==> config.mk <==
export PLATFORM = sky130hd
export DESIGN_NAME = saoc_ctrl
export DESIGN_NICKNAME = d
export VERILOG_FILES = /design/src/rtl/saoc_pkg.sv /design/src/rtl/saoc_ctrl.sv
export SDC_FILE = /design/constraint.sdc
export NUM_CORES = 1
export LEC_CHECK = 0
export BUFFER_PORTS_ARGS = -buffer_cell sky130_fd_sc_hd__buf_2
export CAP_MARGIN = 15
export CORE_AREA = 8 8 45 47
export CTS_BUF_LIST = sky130_fd_sc_hd__clkbuf_8
export DETAILED_ROUTE_END_ITERATION = 8
export DIE_AREA = 0 0 53 55
export GPL_ROUTABILITY_DRIVEN = 0
export PLACE_DENSITY = 0.65
export SETUP_SLACK_MARGIN = 0.3
export SYNTH_ARGS = -nofsm -noshare
export SYNTH_HDL_FRONTEND = slang
export SYNTH_SLANG_ARGS = --single-unit
==> constraint.sdc <==
create_clock -name i_clk -period 1.3 [get_ports i_clk]
set_clock_uncertainty 0.1 [all_clocks]
set_input_delay 0.195 -clock i_clk [delete_from_list [all_inputs] [get_ports i_clk]]
set_output_delay 0.195 -clock i_clk [all_outputs]
set_load 0.005 [all_outputs]
==> src/rtl/saoc_pkg.sv <==
// Shared types and codes for the sorted array occurrence counter.
// No dependencies.
package saoc_pkg;

    localparam logic [1:0] MODE_CLEAR  = 2'd0;
    localparam logic [1:0] MODE_APPEND = 2'd1;
    localparam logic [1:0] MODE_QUERY  = 2'd2;

    localparam int IDX_W = 10;
    localparam int CNT_W = 11;

    typedef struct packed {
        logic [1:0]         mode;
        logic signed [31:0] value;
    } t_in_word;

    typedef struct packed {
        logic             found;
        logic [IDX_W-1:0] first_index;
        logic [IDX_W-1:0] last_index;
        logic [CNT_W-1:0] occurrence_count;
    } t_out_word;

    typedef enum logic [2:0] {
        S_IDLE,
        S_PROBE,
        S_CMP,
        S_NB,
        S_DONE
    } t_state;

    typedef struct packed {
        logic clear;
        logic append;
        logic start;
        logic probe;
        logic nb_read;
        logic step_lo;
        logic step_hi;
        logic hit;
        logic load_out;
    } t_cmd;

    typedef struct packed {
        logic full;
        logic lo_lt_hi;
        logic eq;
        logic gt;
        logic edge_hit;
        logic pass_last;
    } t_status;

endpackage

==> src/rtl/saoc_ctrl.sv <==
// Controller FSM: sequences appends, clears and the two binary searches.
// Depends on saoc_pkg.
module saoc_ctrl (
    input  logic              i_clk,
    input  logic              i_rst_n,
    input  logic              i_in_valid,
    input  logic [1:0]        i_mode,
    input  logic              i_out_ready,
    input  saoc_pkg::t_status i_status,
    output logic              o_in_ready,
    output logic              o_out_valid,
    output saoc_pkg::t_cmd    o_cmd
);

    saoc_pkg::t_state r_state;
    saoc_pkg::t_state n_state;
    logic             r_out_valid;
    logic             n_out_valid;
    logic             w_accept;
    logic             w_out_free;

    assign o_in_ready = (r_state == saoc_pkg::S_IDLE);
    assign w_accept   = i_in_valid & o_in_ready;
    assign w_out_free = ~r_out_valid | i_out_ready;

    always_ff @(posedge i_clk) begin
        if (!i_rst_n) begin
            r_state     <= saoc_pkg::S_IDLE;
            r_out_valid <= 1'b0;
        end else begin
            r_state     <= n_state;
            r_out_valid <= n_out_valid;
        end
    end

    always_comb begin
        n_state = r_state;
        case (r_state)
            saoc_pkg::S_IDLE: begin
                if (w_accept && i_mode == saoc_pkg::MODE_QUERY) begin
                    n_state = saoc_pkg::S_PROBE;
                end
            end
            saoc_pkg::S_PROBE: begin
                n_state = i_status.lo_lt_hi ? saoc_pkg::S_CMP : saoc_pkg::S_DONE;
            end
            saoc_pkg::S_CMP: begin
                if (!i_status.eq) begin
                    n_state = saoc_pkg::S_PROBE;
                end else if (!i_status.edge_hit) begin
                    n_state = saoc_pkg::S_NB;
                end else begin
                    n_state = i_status.pass_last ? saoc_pkg::S_DONE : saoc_pkg::S_PROBE;
                end
            end
            saoc_pkg::S_NB: begin
                if (!i_status.eq && i_status.pass_last) begin
                    n_state = saoc_pkg::S_DONE;
                end else begin
                    n_state = saoc_pkg::S_PROBE;
                end
            end
            saoc_pkg::S_DONE: begin
                if (w_out_free) begin
                    n_state = saoc_pkg::S_IDLE;
                end
            end
            default: n_state = saoc_pkg::S_IDLE;
        endcase
    end

    always_comb begin
        o_cmd       = '0;
        n_out_valid = r_out_valid & ~i_out_ready;
        case (r_state)
            saoc_pkg::S_IDLE: begin
                o_cmd.clear  = w_accept && (i_mode == saoc_pkg::MODE_CLEAR);
                o_cmd.append = w_accept && (i_mode == saoc_pkg::MODE_APPEND)
                               && !i_status.full;
                o_cmd.start  = w_accept && (i_mode == saoc_pkg::MODE_QUERY);
            end
            saoc_pkg::S_PROBE: begin
                o_cmd.probe = i_status.lo_lt_hi;
            end
            saoc_pkg::S_CMP: begin
                if (!i_status.eq) begin
                    o_cmd.step_hi = i_status.gt;
                    o_cmd.step_lo = ~i_status.gt;
                end else if (!i_status.edge_hit) begin
                    o_cmd.nb_read = 1'b1;
                end else begin
                    o_cmd.hit = 1'b1;
                end
            end
            saoc_pkg::S_NB: begin
                if (!i_status.eq) begin
                    o_cmd.hit = 1'b1;
                end else begin
                    o_cmd.step_lo = i_status.pass_last;
                    o_cmd.step_hi = ~i_status.pass_last;
                end
            end
            saoc_pkg::S_DONE: begin
                if (w_out_free) begin
                    o_cmd.load_out = 1'b1;
                    n_out_valid    = 1'b1;
                end
            end
            default: o_cmd = '0;
        endcase
    end

    assign o_out_valid = r_out_valid;

endmodule

Yosys cells after proc, flatten, opt, wreduce, memory -nomap -nowiden
Index checks and enable logic that the tools add are counted. W data, S select, Z words.

Register bits after elaboration: 4. Bits of input ports: 12. Output and inout port bits: 11.

Equal/unequal tests: 8. Muxes and demuxes: 23. Bitwise operators: 7. Reduce and logical (&&, ||, !) cells: 10.

Operator list (count): $mux W3 (8); $pmux W3 S5 (1); $mux W1 (11); $eq A3 B2 Y1 const B (2); $pmux W3 S2 (1); $logic_and A1 B1 Y1 (5); $mux W2 (2); $not A1 Y1 (4); $eq A3 B1 Y1 const B (1); $eq A3 B3 Y1 const B (1); $logic_not A3 Y1 (1); $and A1 B1 Y1 (2); $eq A2 B1 Y1 const B (1); $eq A2 B2 Y1 const B (1); $logic_not A1 Y1 (2); $logic_not A2 Y1 (1); $ne A2 B1 Y1 const B (1); $ne A2 B2 Y1 const B (1); $reduce_and A2 Y1 (1); $or A1 B1 Y1 (1).

Longest topological paths before layout
Depth after elaboration: 5. Depth in mapped cells: 4.

Worst setup path before layout
OpenSTA, ideal clock, no wires.

Path kind: register to output. From: reg r_state[0]. To: out o_cmd[7] (netlist name). Arrival time: 0.980 ns. Data required time: 1.005 ns. Slack: 0.025 ns. Cell stages (with the launch flop): 5. Path through: dfxtp_1 > buf_6 > nor3_2 > nand2_2 > nor4b_2.

RTL lines: start: declaration (RTL line saoc_ctrl.sv:15) `saoc_pkg::t_state r_state;`; start signal: assignment (RTL line saoc_ctrl.sv:28) `r_state <= saoc_pkg::S_IDLE;`; start signal: assignment (RTL line saoc_ctrl.sv:31) `r_state <= n_state;`; end: declaration (RTL line saoc_ctrl.sv:12) `output saoc_pkg::t_cmd o_cmd`.

==> results.cfg <==
[clock_tree]
clk_latency_ns = 0.22
clock-sinks = 4
cts_made_buffers = 3
root_buffer = clkbuf_8
cts_hold_buffers = 0
cts_tree = done
cts_max_level = 1
cts_buffer_depth = 2
clkSlewWorstSetupHoldPaths_ns = 0.03

[grt]
grt_first_pass_wirelength_mm = 2.03
antenna_found_initial = 0
grt_start_max_net_pins = 11
grt_overflow_total = 0
first_global_vias = 474
grt.total_usage_pct = 9.63

[cells_and_area]
fill_cells = 145
antenna_cells = 0
area_delta_synth_final_pct = 93.3
drive_above_1_share_pct = 71.6
fin_util_pct = 52.1
nNetsFinal = 95

[timing]
maxSlewHeadroom_pct = 82.3
rsz0062_at_grt = true
worstMarginPinSlew_ns = 0.264
fin_crit_ns = 1.52
fmax_ghz = 0.657
finalCritPeriodShare_pct = 117
hold_slack_ns = 0.153
setup_violations = 13
fin_ws_ns = -0.222
fin_setup_tns_ns = -1.64
slew_viol_final = 0
timing.final.hold_violations = 0

[power_and_ir_drop]
p_int_mw = 0.393
p_leak_nw = 0.362
p_switching_mw = 0.128
pwr-share-comb_pct = 23.6
cellPowerDensity_nw_per_um2 = 722
power_frac_seq_pct = 24.8
ir_worst_vdd_mv = 0.252
p_clk_share_pct = 51.6
netSwitchingFraction_pct = 24.5

[yosys]
syn_area_per_cell_um2 = 8.11
yosysSeqAreaShare_pct = 21.5
ys_ff_latch = 4
netlist_area_um2 = 373
synthCells = 46
synth.net_count = 58
yosys_warnings = 0
synth.top_cell.area_share_pct = 21.5
synth_top_cell_by_area = dfxtp_1
synth.area.top_cells = dfxtp_1, and3b_1, nor2_1
synth_cell_types = 30

[job]
cap_viol_max_count = 0

[outcome]
violations = setup timing
status = finished, violations left

[detailed_routing]
dr.pass1.iters = 2
wl_mm = 1.26
via_count = 469
first_iter_violations = 1
antenna_left = 0
wl_per_cell_um = 13.0
viasPerCell = 4.84
drc = 0

[worst_setup_path]
critPathKind = flop to output pin
critPathMaxFanout = 4
timing.critical_path.required_ns = 1.00
cp_data_arrival_time_ns = 1.23
path_delay_family = simple AND/OR/NAND/NOR gates
cpPeakStageDelay_ns = 0.35
startpoint_type = flop
critPathCaptureType = output pin
crit_chain = nor3_4 -> nand2_2 -> nor4b_2 -> buf_2
path_buf_inv = 1
critPathSlowestCell = dfxtp_4

[floorplan]
core-area_um2 = 1380
row_count = 14
die_w_um = 53
die_area_um2 = 2920
fp.dieH_um = 55
start_util_pct = 26.9
ios = 23

[min_path]
hp-class = primary input to flop

[place]
dp_slack_ns = -0.0796
place.port_buffers = 22
cells by family after synthesis:
family | Yosys count | synth area share, %
and+or+nand+nor | 26 | 45.6
AOI/OAI and AO/OA | 10 | 22.2
buffers and inverters | 5 | 7.72
DFF | 4 | 21.5
muxes | 1 | 3.02
flip-flops by register name (all words and copies together) (netlist names):
name,flops
o_out_valid,1
r_state,3
placed cells by master, fill, tap and decap left out:
| cell | n |
|---|---|
| nand2_4 | 1 |
| nor2b_1 | 2 |
| a31oi_1 | 1 |
| a2bb2oi_1 | 1 |
| nor3_1 | 1 |
| inv_2 | 2 |
| dfxtp_4 | 2 |
| nand2_1 | 1 |
| a21oi_1 | 1 |
| buf_4 | 8 |
| buf_6 | 6 |
| nand3_1 | 1 |
| a211oi_2 | 1 |
| dfxtp_2 | 1 |
| nor2_2 | 3 |
| nor3b_2 | 2 |
| a22oi_1 | 1 |
| a32oi_1 | 1 |
| nor2_1 | 3 |
| nor2b_4 | 1 |
| clkbuf_8 | 3 |
| o21ai_0 | 1 |
| o21ba_1 | 1 |
| nor4b_2 | 1 |
| and3b_1 | 3 |
| dfxtp_1 | 1 |
| mux2_4 | 1 |
| nor3_4 | 2 |
| and4b_1 | 1 |
| o311ai_4 | 1 |
| nand2_2 | 2 |
| buf_2 | 21 |
| o21a_1 | 1 |
| nand2b_1 | 1 |
| and4_1 | 1 |
Yosys cell counts (all sizes together):
master and number:
o21ba 1, nand2 4, a22oi 1, o21ai 1, nand2b 1, and3b 3, nor3b 2, mux2 1
o21a 1, a32oi 1, nor2b 3, nor3 3, and4 1, nor4b 1, a2bb2oi 1, a21oi 1
nand3 1, inv 2, nor2 6, a31oi 1, and4b 1, dfxtp 4, buf 3, o311ai 1
a211oi 1
worst paths after layout:
| check | startpoint | to | slack [ns] | cells after the start |
|---|---|---|---|---|
| worst min register to register | r_state[1]$_SDFFE_PN0P_ | r_state[2]$_SDFFE_PN0P_ | 0.52 | 3 |
| worst max register to register | r_state[1]$_SDFFE_PN0P_ | r_state[0]$_SDFFE_PN0P_ | -0.11 | 6 |
| worst min-delay path | i_rst_n | o_out_valid$_SDFF_PN0_ | 0.15 | 2 |
| worst max-delay path | r_state[1]$_SDFFE_PN0P_ | o_cmd[7] | -0.22 | 4 |
layer usage:
layer	vias up	GRT usage, %	part of all wire, %
met5	-	0	0
met4	0	9.05	2.9
met3	4	2.94	8.0
met2	16	15.0	48
met1	211	10.2	41
li1	238	-	-
area by class of cell:
type                    count  area [µm²]  area share, %
repair buffers             35         233           32.3
clock buffers               3        41.3           5.73
inverters                   2        7.51           1.04
flip-flops and latches      4        88.8           12.3
well taps                  16        20.0           2.78
multi-input cells          37         330           45.8
what timing repair did:
item / in CTS / in global routing
cloned: 0 / 0
pin swaps: 9 / 3
endpoints found under the hold margin: 0 / 0
resized for setup: 23 / 4
setup buffers: 6 / 2
endpoints found under the setup margin: 14 / 13
stage by stage:
stage	power, mW	instance area [µm²]	cells
5_1_grt	0.546	721	97
3_5_place_dp	0.217	528	86
2_1_floorplan	0.178	384	46
6_report	0.520	721	97
4_1_cts	0.516	686	95
3_3_place_gp	0.215	528	86
power by group through the flow:
| stage | clock network [mW] | registers [mW] | logic [mW] |
|---|---|---|---|
| 2_1_floorplan | 0 | 0.129 | 0.0490 |
| 3_3_place_gp | 0 | 0.134 | 0.0808 |
| 3_5_place_dp | 0 | 0.134 | 0.0825 |
| 4_1_cts | 0.276 | 0.129 | 0.110 |
| 5_1_grt | 0.283 | 0.130 | 0.133 |
| 6_report | 0.268 | 0.129 | 0.123 |
Note: power is estimated with default switching activity, not from simulation.
